===== src/rtl/core/lr16k_pkg.sv =====
// ----------------------------------------------------------------------------
// lr16k_pkg
// Shared constants, controller states and the command and status bundles
// of the linear resampler to 16 kHz.
// ----------------------------------------------------------------------------
package lr16k_pkg;

  localparam int TARGET_RATE_DEF    = 16000;
  localparam int WINDOW_SAMPLES_DEF = 4;

  localparam int SAMPLE_W = 16;
  localparam int PCM_W    = 24;
  localparam int RATE_W   = 16;

  localparam logic [RATE_W-1:0] RATE_MIN   = 16'd4000;
  localparam logic [RATE_W-1:0] RATE_MAX   = 16'd48000;
  localparam logic [RATE_W-1:0] RATE_RESET = 16'd16000;

  localparam int CREDIT_W       = 17;
  localparam int CREDIT_MAX_VAL = 131071;
  localparam logic [CREDIT_W-1:0] CREDIT_MAX = 17'h1FFFF;

  localparam int MAX_OUT = 8;
  localparam int CNT_W   = $clog2(MAX_OUT + 1);

  localparam int DIV_QW    = PCM_W;
  localparam int DIV_STEPS = 5;
  localparam int DIV_CNT_W = $clog2(DIV_STEPS + 1);

  typedef enum logic [3:0] {
    ST_IDLE,
    ST_CHECK,
    ST_LAG_DIV,
    ST_LAG_TEST,
    ST_READ0,
    ST_READ1,
    ST_MUL_A,
    ST_MUL_B,
    ST_PREP,
    ST_BLEND_DIV,
    ST_STEP,
    ST_EMIT,
    ST_EMIT_WAIT,
    ST_DONE,
    ST_BARE,
    ST_BARE_WAIT
  } ctrl_state_t;

  typedef struct packed {
    logic load;
    logic div_lag;
    logic div_blend;
    logic rd_sel;
    logic s0_latch;
    logic mul_a;
    logic mul_b;
    logic step;
    logic emit;
    logic bare;
    logic clear;
  } dp_cmd_t;

  typedef struct packed {
    logic credit_ge_rate;
    logic n_lt_max;
    logic div_busy;
    logic lag_small;
    logic last;
    logic n_zero;
    logic out_fire;
  } dp_stat_t;

endpackage


===== src/rtl/core/lr16k_div.sv =====
// ----------------------------------------------------------------------------
// lr16k_div
// Divider by a fixed divisor: multiplies by a precomputed reciprocal in four
// half-width partial products, then forms the remainder.
// ----------------------------------------------------------------------------
module lr16k_div
  import lr16k_pkg::*;
#(
  parameter int DIVISOR = TARGET_RATE_DEF,
  localparam int TW = $clog2(DIVISOR + 1),
  localparam int XW = TW + DIV_QW
) (
  input  logic              clk,
  input  logic              rst_n,
  input  logic              start,
  input  logic [XW-1:0]     x_in,
  output logic              busy,
  output logic [DIV_QW-1:0] quot,
  output logic [TW-1:0]     rem
);

  // The shift SH = XW + TW makes the truncated product exact for every
  // dividend below 2**XW.
  localparam int SH = XW + TW;
  localparam int HW = (XW + 3) / 2;
  localparam int AW = 4 * HW;
  localparam longint unsigned RECIP =
    ((64'd1 << SH) + 64'(DIVISOR) - 64'd1) / 64'(DIVISOR);
  localparam logic [2*HW-1:0] RECIP_C = (2*HW)'(RECIP);
  localparam logic [XW-1:0]   DIV_X   = XW'(DIVISOR);

  localparam logic [DIV_CNT_W-1:0] PH_LL  = DIV_CNT_W'(DIV_STEPS);
  localparam logic [DIV_CNT_W-1:0] PH_HL  = DIV_CNT_W'(4);
  localparam logic [DIV_CNT_W-1:0] PH_LH  = DIV_CNT_W'(3);
  localparam logic [DIV_CNT_W-1:0] PH_HH  = DIV_CNT_W'(2);
  localparam logic [DIV_CNT_W-1:0] PH_FIN = DIV_CNT_W'(1);

  logic [2*HW-1:0]      x_r, x_nxt;
  logic [AW-1:0]        acc_r, acc_nxt;
  logic [DIV_CNT_W-1:0] cnt_r, cnt_nxt;
  logic [DIV_QW-1:0]    quot_r, quot_nxt;
  logic [TW-1:0]        rem_r, rem_nxt;
  logic [HW-1:0]        op_a;
  logic [HW-1:0]        op_b;
  logic [2*HW-1:0]      prod;
  logic [DIV_QW-1:0]    q_w;
  logic [XW-1:0]        qd;

  always_comb begin
    case (cnt_r)
      PH_HL: begin
        op_a = x_r[2*HW-1:HW];
        op_b = RECIP_C[HW-1:0];
      end
      PH_LH: begin
        op_a = x_r[HW-1:0];
        op_b = RECIP_C[2*HW-1:HW];
      end
      PH_HH: begin
        op_a = x_r[2*HW-1:HW];
        op_b = RECIP_C[2*HW-1:HW];
      end
      default: begin
        op_a = x_r[HW-1:0];
        op_b = RECIP_C[HW-1:0];
      end
    endcase
  end

  assign prod = op_a * op_b;
  assign q_w  = acc_r[SH +: DIV_QW];
  assign qd   = XW'(q_w) * DIV_X;

  always_comb begin
    x_nxt    = x_r;
    acc_nxt  = acc_r;
    cnt_nxt  = cnt_r;
    quot_nxt = quot_r;
    rem_nxt  = rem_r;
    if (start) begin
      x_nxt   = (2*HW)'(x_in);
      acc_nxt = '0;
      cnt_nxt = PH_LL;
    end else begin
      case (cnt_r)
        PH_LL: begin
          acc_nxt = acc_r + AW'(prod);
        end
        PH_HL, PH_LH: begin
          acc_nxt = acc_r + (AW'(prod) << HW);
        end
        PH_HH: begin
          acc_nxt = acc_r + (AW'(prod) << (2 * HW));
        end
        PH_FIN: begin
          quot_nxt = q_w;
          rem_nxt  = TW'(x_r[XW-1:0] - qd);
        end
        default: begin
          acc_nxt = acc_r;
        end
      endcase
      if (cnt_r != '0) cnt_nxt = cnt_r - 1'b1;
    end
  end

  always_ff @(posedge clk) begin
    if (!rst_n) begin
      cnt_r <= '0;
    end else begin
      cnt_r <= cnt_nxt;
    end
  end

  always_ff @(posedge clk) begin
    x_r    <= x_nxt;
    acc_r  <= acc_nxt;
    quot_r <= quot_nxt;
    rem_r  <= rem_nxt;
  end

  assign busy = (cnt_r != '0);
  assign quot = quot_r;
  assign rem  = rem_r;

endmodule


===== src/rtl/core/lr16k_ctrl.sv =====
// ----------------------------------------------------------------------------
// lr16k_ctrl
// Sequencer that walks each input item through its output positions.
// ----------------------------------------------------------------------------
module lr16k_ctrl
  import lr16k_pkg::*;
(
  input  logic     clk,
  input  logic     rst_n,
  input  logic     in_tvalid,
  output logic     in_tready,
  input  dp_stat_t stat,
  output dp_cmd_t  cmd
);

  ctrl_state_t state_r, state_nxt;

  always_comb begin
    state_nxt = state_r;
    case (state_r)
      ST_IDLE: begin
        if (in_tvalid) state_nxt = ST_CHECK;
      end
      ST_CHECK: begin
        if (stat.n_lt_max && stat.credit_ge_rate) state_nxt = ST_LAG_DIV;
        else state_nxt = ST_DONE;
      end
      ST_LAG_DIV: begin
        if (!stat.div_busy) state_nxt = ST_LAG_TEST;
      end
      ST_LAG_TEST: begin
        if (stat.lag_small && !stat.last) state_nxt = ST_DONE;
        else state_nxt = ST_READ0;
      end
      ST_READ0:  state_nxt = ST_READ1;
      ST_READ1:  state_nxt = ST_MUL_A;
      ST_MUL_A:  state_nxt = ST_MUL_B;
      ST_MUL_B:  state_nxt = ST_PREP;
      ST_PREP:   state_nxt = ST_BLEND_DIV;
      ST_BLEND_DIV: begin
        if (!stat.div_busy) state_nxt = ST_STEP;
      end
      ST_STEP:   state_nxt = ST_EMIT;
      ST_EMIT:   state_nxt = ST_EMIT_WAIT;
      ST_EMIT_WAIT: begin
        if (stat.out_fire) state_nxt = ST_CHECK;
      end
      ST_DONE: begin
        if (stat.last && stat.n_zero) state_nxt = ST_BARE;
        else state_nxt = ST_IDLE;
      end
      ST_BARE:   state_nxt = ST_BARE_WAIT;
      ST_BARE_WAIT: begin
        if (stat.out_fire) state_nxt = ST_IDLE;
      end
      default:   state_nxt = ST_IDLE;
    endcase
  end

  always_comb begin
    cmd       = '0;
    in_tready = 1'b0;
    case (state_r)
      ST_IDLE: begin
        in_tready = 1'b1;
        cmd.load  = in_tvalid;
      end
      ST_CHECK: begin
        cmd.div_lag = stat.n_lt_max && stat.credit_ge_rate;
      end
      ST_READ0: begin
        cmd.rd_sel = 1'b0;
      end
      ST_READ1: begin
        cmd.rd_sel   = 1'b1;
        cmd.s0_latch = 1'b1;
      end
      ST_MUL_A: begin
        cmd.mul_a = 1'b1;
      end
      ST_MUL_B: begin
        cmd.mul_b = 1'b1;
      end
      ST_PREP: begin
        cmd.div_blend = 1'b1;
      end
      ST_STEP: begin
        cmd.step = 1'b1;
      end
      ST_EMIT: begin
        cmd.emit = 1'b1;
      end
      ST_DONE: begin
        cmd.clear = stat.last && !stat.n_zero;
      end
      ST_BARE: begin
        cmd.bare = 1'b1;
      end
      ST_BARE_WAIT: begin
        cmd.clear = stat.out_fire;
      end
      default: begin
        cmd = '0;
      end
    endcase
  end

  always_ff @(posedge clk) begin
    if (!rst_n) begin
      state_r <= ST_IDLE;
    end else begin
      state_r <= state_nxt;
    end
  end

endmodule


===== src/rtl/core/lr16k_dp.sv =====
// ----------------------------------------------------------------------------
// lr16k_dp
// Datapath: rate register, sample window, phase credit, blend arithmetic
// and the output register.
// ----------------------------------------------------------------------------
module lr16k_dp
  import lr16k_pkg::*;
#(
  parameter int TARGET_RATE    = TARGET_RATE_DEF,
  parameter int WINDOW_SAMPLES = WINDOW_SAMPLES_DEF
) (
  input  logic                clk,
  input  logic                rst_n,
  input  dp_cmd_t             cmd,
  output dp_stat_t            stat,
  input  logic [SAMPLE_W-1:0] in_sample,
  input  logic                in_last,
  input  logic                cfg_valid,
  input  logic [RATE_W-1:0]   cfg_data,
  input  logic                out_tready,
  output logic                out_tvalid,
  output logic [PCM_W-1:0]    out_pcm,
  output logic                out_has_sample,
  output logic                out_eou
);

  localparam int TW    = $clog2(TARGET_RATE + 1);
  localparam int XW    = TW + DIV_QW;
  localparam int IW    = $clog2(WINDOW_SAMPLES);
  localparam int KMAX  = (CREDIT_MAX_VAL + TARGET_RATE - 1) / TARGET_RATE;
  localparam int KW    = $clog2(KMAX + 1);
  localparam int EW    = ((KW > IW) ? KW : IW) + 1;
  localparam int DW    = SAMPLE_W + 1;
  localparam int PW    = DW + TW + 1;
  localparam int S0TW  = SAMPLE_W + TW + 1;
  localparam int VW    = PW + 1;

  localparam logic [TW-1:0] T_C    = TW'(TARGET_RATE);
  localparam logic [TW-1:0] T_M1   = TW'(TARGET_RATE - 1);
  localparam logic [TW-1:0] T_HALF = TW'(TARGET_RATE / 2);

  logic [RATE_W-1:0]   rate_cfg_r;
  logic [RATE_W-1:0]   rate;
  logic [CREDIT_W-1:0] credit_r;
  logic [CREDIT_W:0]   credit_sum;
  logic [CNT_W-1:0]    n_r;
  logic                last_r;

  logic signed [SAMPLE_W-1:0] win_mem [WINDOW_SAMPLES];
  logic [WINDOW_SAMPLES-1:0]  win_val_r;
  logic [IW-1:0]              wr_ptr_r;
  logic [IW-1:0]              rd_addr;
  logic signed [SAMPLE_W-1:0] rd_data_r;
  logic                       rd_val_r;
  logic signed [SAMPLE_W-1:0] s1;
  logic signed [SAMPLE_W-1:0] s0_r;

  logic [KW-1:0]         k;
  logic [TW-1:0]         frac;
  logic [KW-1:0]         idx_sel;
  logic [EW-1:0]         idx_e;
  logic [IW-1:0]         idx_c;
  logic [IW:0]           addr_sum;

  logic signed [DW-1:0]   d;
  logic signed [PW-1:0]   prod_r;
  logic signed [S0TW-1:0] s0t_r;
  logic signed [VW-1:0]   v;
  logic [VW-1:0]          mag;
  logic                   neg_r;

  logic              div_start;
  logic [XW-1:0]     div_x;
  logic [XW-1:0]     x_lag;
  logic [XW-1:0]     x_blend;
  logic              div_busy;
  logic [DIV_QW-1:0] div_quot;
  logic [TW-1:0]     div_rem;
  logic [PCM_W-1:0]  pcm;

  logic             out_valid_r;
  logic [PCM_W-1:0] out_pcm_r;
  logic             out_has_r;
  logic             out_eou_r;
  logic             out_fire;

  always_comb begin
    if (rate_cfg_r < RATE_MIN) rate = RATE_MIN;
    else if (rate_cfg_r > RATE_MAX) rate = RATE_MAX;
    else rate = rate_cfg_r;
  end

  assign credit_sum = {1'b0, credit_r} + (CREDIT_W + 1)'(TARGET_RATE);

  assign k    = div_quot[KW-1:0];
  assign frac = T_M1 - div_rem;

  always_comb begin
    if (cmd.rd_sel) begin
      idx_sel = (k >= KW'(2)) ? (k - KW'(2)) : '0;
    end else begin
      idx_sel = k - KW'(1);
    end
    idx_e = EW'(idx_sel);
    if (idx_e > EW'(WINDOW_SAMPLES - 1)) idx_c = IW'(WINDOW_SAMPLES - 1);
    else idx_c = idx_e[IW-1:0];
    addr_sum = (IW + 1)'(wr_ptr_r) + (IW + 1)'(WINDOW_SAMPLES - 1) - (IW + 1)'(idx_c);
    if (addr_sum >= (IW + 1)'(WINDOW_SAMPLES)) begin
      rd_addr = IW'(addr_sum - (IW + 1)'(WINDOW_SAMPLES));
    end else begin
      rd_addr = addr_sum[IW-1:0];
    end
  end

  always_ff @(posedge clk) begin
    if (cmd.load) win_mem[wr_ptr_r] <= in_sample;
    rd_data_r <= win_mem[rd_addr];
    rd_val_r  <= win_val_r[rd_addr];
  end

  assign s1 = rd_val_r ? rd_data_r : '0;
  assign d  = DW'(s1) - DW'(s0_r);

  assign v   = VW'(s0t_r) + VW'(prod_r);
  assign mag = v[VW-1] ? VW'(-v) : VW'(v);

  assign x_lag   = XW'(credit_r) + XW'(T_M1);
  assign x_blend = XW'({mag, 8'h00}) + XW'(T_HALF);

  assign div_start = cmd.div_lag | cmd.div_blend;
  assign div_x     = cmd.div_blend ? x_blend : x_lag;

  lr16k_div #(
    .DIVISOR (TARGET_RATE)
  ) u_div (
    .clk   (clk),
    .rst_n (rst_n),
    .start (div_start),
    .x_in  (div_x),
    .busy  (div_busy),
    .quot  (div_quot),
    .rem   (div_rem)
  );

  assign pcm = neg_r ? (PCM_W'(0) - div_quot) : div_quot;

  always_ff @(posedge clk) begin
    if (cmd.s0_latch) s0_r <= s1;
    if (cmd.mul_a) prod_r <= d * $signed({1'b0, frac});
    if (cmd.mul_b) s0t_r <= s0_r * $signed({1'b0, T_C});
    if (cmd.div_blend) neg_r <= v[VW-1];
    if (cmd.emit) begin
      out_pcm_r <= pcm;
      out_has_r <= 1'b1;
      out_eou_r <= last_r && !(stat.n_lt_max && stat.credit_ge_rate);
    end else if (cmd.bare) begin
      out_pcm_r <= '0;
      out_has_r <= 1'b0;
      out_eou_r <= 1'b1;
    end
  end

  assign out_fire = out_valid_r && out_tready;

  always_ff @(posedge clk) begin
    if (!rst_n) begin
      rate_cfg_r  <= RATE_RESET;
      credit_r    <= '0;
      n_r         <= '0;
      last_r      <= 1'b0;
      win_val_r   <= '0;
      wr_ptr_r    <= '0;
      out_valid_r <= 1'b0;
    end else begin
      if (cfg_valid) rate_cfg_r <= cfg_data;
      if (cmd.clear) begin
        credit_r  <= '0;
        win_val_r <= '0;
        wr_ptr_r  <= '0;
        last_r    <= 1'b0;
      end else if (cmd.load) begin
        win_val_r[wr_ptr_r] <= 1'b1;
        if (wr_ptr_r == IW'(WINDOW_SAMPLES - 1)) wr_ptr_r <= '0;
        else wr_ptr_r <= wr_ptr_r + 1'b1;
        if (credit_sum > (CREDIT_W + 1)'(CREDIT_MAX_VAL)) credit_r <= CREDIT_MAX;
        else credit_r <= credit_sum[CREDIT_W-1:0];
        last_r <= in_last;
        n_r    <= '0;
      end else if (cmd.step) begin
        credit_r <= credit_r - CREDIT_W'(rate);
        n_r      <= n_r + 1'b1;
      end
      if (cmd.emit || cmd.bare) out_valid_r <= 1'b1;
      else if (out_fire) out_valid_r <= 1'b0;
    end
  end

  always_comb begin
    stat.credit_ge_rate = (credit_r >= CREDIT_W'(rate));
    stat.n_lt_max       = (n_r < CNT_W'(MAX_OUT));
    stat.div_busy       = div_busy;
    stat.lag_small      = (k < KW'(2));
    stat.last           = last_r;
    stat.n_zero         = (n_r == '0);
    stat.out_fire       = out_fire;
  end

  assign out_tvalid     = out_valid_r;
  assign out_pcm        = out_pcm_r;
  assign out_has_sample = out_has_r;
  assign out_eou        = out_eou_r;

endmodule


===== src/rtl/core/linear_resampler_to_16k_core.sv =====
// ----------------------------------------------------------------------------
// linear_resampler_to_16k_core
// Linear interpolation sample rate converter from a configured source rate
// to the target rate, with Q1.23 output.
// ----------------------------------------------------------------------------
// The block takes one input sample per transaction and works on it alone
// until all of its results have been taken, up to eight outputs per
// sample. The shared divider multiplies by a fixed reciprocal and runs
// twice per output, once to locate the output between two source samples
// and once to scale the blended value. Closing the item runs it once more
// when the next output still lacks its right-hand neighbor. The source
// rate is to be written by the user through the configuration channel
// between utterances, which the block itself does not enforce, and is
// clamped to 4 kHz to 48 kHz. A final sample that leaves no output
// produces one end marker with tuser low.
module linear_resampler_to_16k_core
  import lr16k_pkg::*;
#(
  parameter int TARGET_RATE    = TARGET_RATE_DEF,
  parameter int WINDOW_SAMPLES = WINDOW_SAMPLES_DEF
) (
  input  logic                clk,
  input  logic                rst_n,
  input  logic                in_tvalid,
  output logic                in_tready,
  input  logic [SAMPLE_W-1:0] in_tdata,   // [15:0] sample
  input  logic                in_tlast,
  output logic                out_tvalid,
  input  logic                out_tready,
  output logic [PCM_W-1:0]    out_tdata,  // [23:0] pcm_out
  output logic                out_tuser,  // [0] has_sample
  output logic                out_tlast,
  input  logic                cfg_valid,
  output logic                cfg_ready,
  input  logic [RATE_W-1:0]   cfg_data
);

  dp_cmd_t  cmd;
  dp_stat_t stat;

  lr16k_ctrl u_ctrl (
    .clk       (clk),
    .rst_n     (rst_n),
    .in_tvalid (in_tvalid),
    .in_tready (in_tready),
    .stat      (stat),
    .cmd       (cmd)
  );

  lr16k_dp #(
    .TARGET_RATE    (TARGET_RATE),
    .WINDOW_SAMPLES (WINDOW_SAMPLES)
  ) u_dp (
    .clk            (clk),
    .rst_n          (rst_n),
    .cmd            (cmd),
    .stat           (stat),
    .in_sample      (in_tdata),
    .in_last        (in_tlast),
    .cfg_valid      (cfg_valid),
    .cfg_data       (cfg_data),
    .out_tready     (out_tready),
    .out_tvalid     (out_tvalid),
    .out_pcm        (out_tdata),
    .out_has_sample (out_tuser),
    .out_eou        (out_tlast)
  );

  assign cfg_ready = 1'b1;

endmodule


===== config.mk =====
export PLATFORM = sky130hd
export DESIGN_NAME = linear_resampler_to_16k_core
export DESIGN_NICKNAME = d
export VERILOG_FILES = /design/src/rtl/core/lr16k_pkg.sv /design/src/rtl/core/lr16k_div.sv /design/src/rtl/core/lr16k_ctrl.sv /design/src/rtl/core/lr16k_dp.sv /design/src/rtl/core/linear_resampler_to_16k_core.sv
export SDC_FILE = /design/constraint.sdc
export NUM_CORES = 2
export LEC_CHECK = 0
export BUFFER_PORTS_ARGS = -buffer_cell sky130_fd_sc_hd__buf_2
export CAP_MARGIN = 20
export CORE_ASPECT_RATIO = 1.75
export CORE_MARGIN = 1.5
export CORE_UTILIZATION = 60
export DETAILED_ROUTE_END_ITERATION = 10
export PLACE_DENSITY = 0.78
export SYNTH_ARGS = -nofsm -noshare
export SYNTH_HDL_FRONTEND = slang
export SYNTH_HIERARCHICAL = 1
export SYNTH_SLANG_ARGS = --single-unit

===== constraint.sdc =====
create_clock -name clk -period 10.39 [get_ports clk]
set_input_delay 1.5585 -clock clk [delete_from_list [all_inputs] [get_ports clk]]
set_output_delay 1.5585 -clock clk [all_outputs]
set_load 0.01 [all_outputs]

==> metrics.md <==
| Metric | Value |
|---|---|
| Status | `complete, but fails checks` |
| Failing checks | `DRC` |
| Die H | `384.5 µm` |
| Most common cell in the netlist | `inv_1` |
| Filler Cell Count | `6618` |
| Post-DP HPWL | `125.2 mm` |
| Initial Utilization | `60.65%` |
| Skew final | `0.03161 ns` |
| CTS Hold Bufs | `0` |
| Hold WS | `0.4594 ns` |
| Cells after synthesis | `5485` |
| DRT antenna net count | `0` |
| Avg WL per Cell | `23.36 µm` |
| Initial antenna violation count | `7` |
| Die footprint | `84960 µm²` |
| Final Hold Viols | `0` |
| Synth top area cells | `fa_1, edfxtp_1, ha_1` |
| Critical Path Fanout Max | `8` |
| Register area share after synthesis | `20.18%` |
| Synth cell count leaders | `inv_1, ha_1, fa_1` |
| Final WL | `157.2 mm` |
| Setup TNS | `0 ns` |
| F_max | `0.1004 GHz` |
| Clock tree sinks | `384` |
| Post-synth top flop | `edfxtp_1` |
| Routability cong. | `1.062` |
| Nets | `6709` |
| Largest net degree at the start of global routing | `45` |
| Setup crit start kind | `register` |
| Area of the multi-input gates | `36230 µm²` |
| First DRT Iteration DRCs | `3044` |
| Slowest cell on crit path | `fa_1` |
| Routing usage on met2 | `67.22%` |
| Number of buffers created by CTS | `41` |
| First-pass GRT wire length | `242.0 mm` |
| Crit path largest cell delay | `0.55 ns` |
| Die width | `221.0 µm` |
| Row Count | `139` |
| CTS clk-pin slew, worst paths | `0.06 ns` |
| Crit path time final | `9.962 ns` |
| Synthesized cell area | `49890 µm²` |
| Grt total ovfl | `0` |
| Worst-Margin Slew | `1.230 ns` |
| Root Buffer | `clkbuf_16` |
| Mean Syn Cell Area | `9.096 µm²` |
| Clock Path Buffers | `3` |
| Core area | `82260 µm²` |
| DP Worst Slack | `0.04933 ns` |
| GRT Overall Usage | `37.33%` |
| Port bufs | `65` |
| Register area | `10070 µm²` |
| Yosys warns | `6` |
| Worst EP arrival | `10.44 ns` |
| Met3 usage | `7.319%` |
| Netlist cell types | `134` |
| Share of cells above drive strength 1 | `9.545%` |
| Worst setup path class | `register to register` |
| H-tree depth | `2` |
| Worst EP required | `10.87 ns` |
| Worst-Skew Late Latency | `0.61 ns` |
| Vias per cell | `6.247` |
| Area Growth Syn to Fin | `8.757%` |
| Slew HR | `17.42%` |
| Yosys top cell area share | `20.06%` |
| Clock tree from TritonCTS | `built` |
| Maxcap violations | `0` |
| Synthesized flop and latch total | `384` |
| Via count | `42030` |
| Global-route layer with the greatest usage | `met2` |
| Drt drc | `4` |
| Vias in the first global route | `44180` |
| Worst Setup End Kind | `register` |
| Cell taking the most area after synthesis | `fa_1` |
| Final core occ | `65.96%` |
| Endpoints failing setup | `0` |
| Drt first pass iters | `9` |
| Ratio of final minimum period to clock period | `95.88%` |
| Global Route met1 Usage | `32.84%` |
| Hold crit path type | `register to register` |
| Share of synthesized registers carrying an async set or reset | `0%` |
| Number of slew-limit violations in the final report | `0` |
| Final worst slack | `0.4283 ns` |
| I/O pins | `67` |
| Number of synthesized flops with an enable pin | `238` |
## critical path: cells and delay by family (launching register included)
| kind | cells | cell delay [ns] |
|---|---|---|
| compound gates | 14 | 3.07 |
| fa+ha+maj | 9 | 2.99 |
| simple gates | 9 | 1.30 |
| buf+inv | 11 | 1.22 |
| xor+xnor | 3 | 0.50 |
| flops | 1 | 0.37 |
| mux | 1 | 0.34 |
## layer usage
layer  vias to the layer above  routed length (µm)
li1                      19070                   -
met4                         8               21670
met2                      1721               79140
met1                     20340               46990
met3                       892                9317
met5                         -                  61
## cell families (layout without fill, tap and decap cells)
logic type | after synthesis | in the layout | share of synthesized area, %
AOI/OAI and AO/OA | 1146 | 1146 | 16.02
and+or+nand+nor | 1484 | 1484 | 14.57
adders and majority gates | 1034 | 1034 | 33.45
other | 3 | 21 | 0.02257
xor gates and xnor gates | 340 | 340 | 6.014
buffers and inverters | 1020 | 1188 | 7.807
muxes | 74 | 74 | 1.936
DFF | 384 | 384 | 20.18
## cells in the final DEF, fill, tap and decap left out, types with 20 or more instances in the layout
master / count
nor3_1: 104
edfxtp_1: 238
a31oi_1: 54
mux2i_1: 41
nand4_1: 42
dfxtp_1: 145
a21o_1: 104
a311oi_1: 20
o31ai_1: 24
o21bai_1: 31
a21oi_1: 309
clkbuf_16: 44
xor2_1: 115
o21ai_0: 176
ha_1: 532
a221oi_1: 29
and3_1: 53
nand2_1: 357
buf_4: 205
o21a_1: 52
or3_1: 31
or2_2: 33
nor2_1: 462
nor2b_1: 60
buf_2: 67
inv_1: 831
fa_1: 500
and2_1: 59
a211oi_1: 44
nand2b_1: 76
xnor2_1: 220
nand3_1: 79
## path summary, 6_finish.rpt
check	from	cells past startpoint	to	slack [ns]
worst max-delay path	u_dp/u_div/cnt_r[0]$_SDFFE_PN0P_	47	u_dp/u_div/acc_r[67]$_SDFFE_PP0N_	0.43
worst min-delay path	u_dp/u_div/acc_r[18]$_SDFFE_PP0P_	2	u_dp/u_div/acc_r[18]$_SDFFE_PP0P_	0.46
worst max register to register	u_dp/u_div/cnt_r[0]$_SDFFE_PN0P_	47	u_dp/u_div/acc_r[67]$_SDFFE_PP0N_	0.43
worst min register to register	u_dp/u_div/acc_r[18]$_SDFFE_PP0P_	2	u_dp/u_div/acc_r[18]$_SDFFE_PP0P_	0.46
## registers in the layout, indices dropped and copies added (netlist names), 14 cells and up
signal / count
u_dp/u_div/x_r: 38
u_dp/rate_cfg_r: 16
u_dp/u_div/rem: 14
u_dp/win_mem: 64
u_dp/u_div/acc_r: 76
u_dp/out_pcm: 24
u_dp/credit_r: 17
u_dp/s0t_r: 24
u_dp/u_div/quot: 24
u_dp/rd_data_r: 16
u_dp/prod_r: 32
u_dp/s0_r: 16
## cell type report
type                    instances  share of cell area, %
repair buffers                278                  3.682
clock inverters                24                 0.6918
multi-input cells            4096                  66.76
clock buffers                  50                  2.068
well taps                    1057                  2.437
flip-flops and latches        384                  18.56
diodes                          3                0.01384
inverters                     836                  5.783
## timing repair
item | 4_1_cts | 5_1_grt
resized for setup | 1 | 46
cloned | 0 | 1
pin swaps | 0 | 9
setup endpoints to repair | 1 | 52
buffers inserted | 0 | 9
## metrics by stage
stage | area [µm²] | instances
CTS | 53930 | 6711
detailed placement | 52420 | 6637
finish | 54260 | 6728
floorplan | 49950 | 5500
global placement | 52420 | 6636
global route | 54250 | 6725
Power is not shown: default switching activity piles up to over one toggle a cycle in this logic, so the estimate is an artifact.
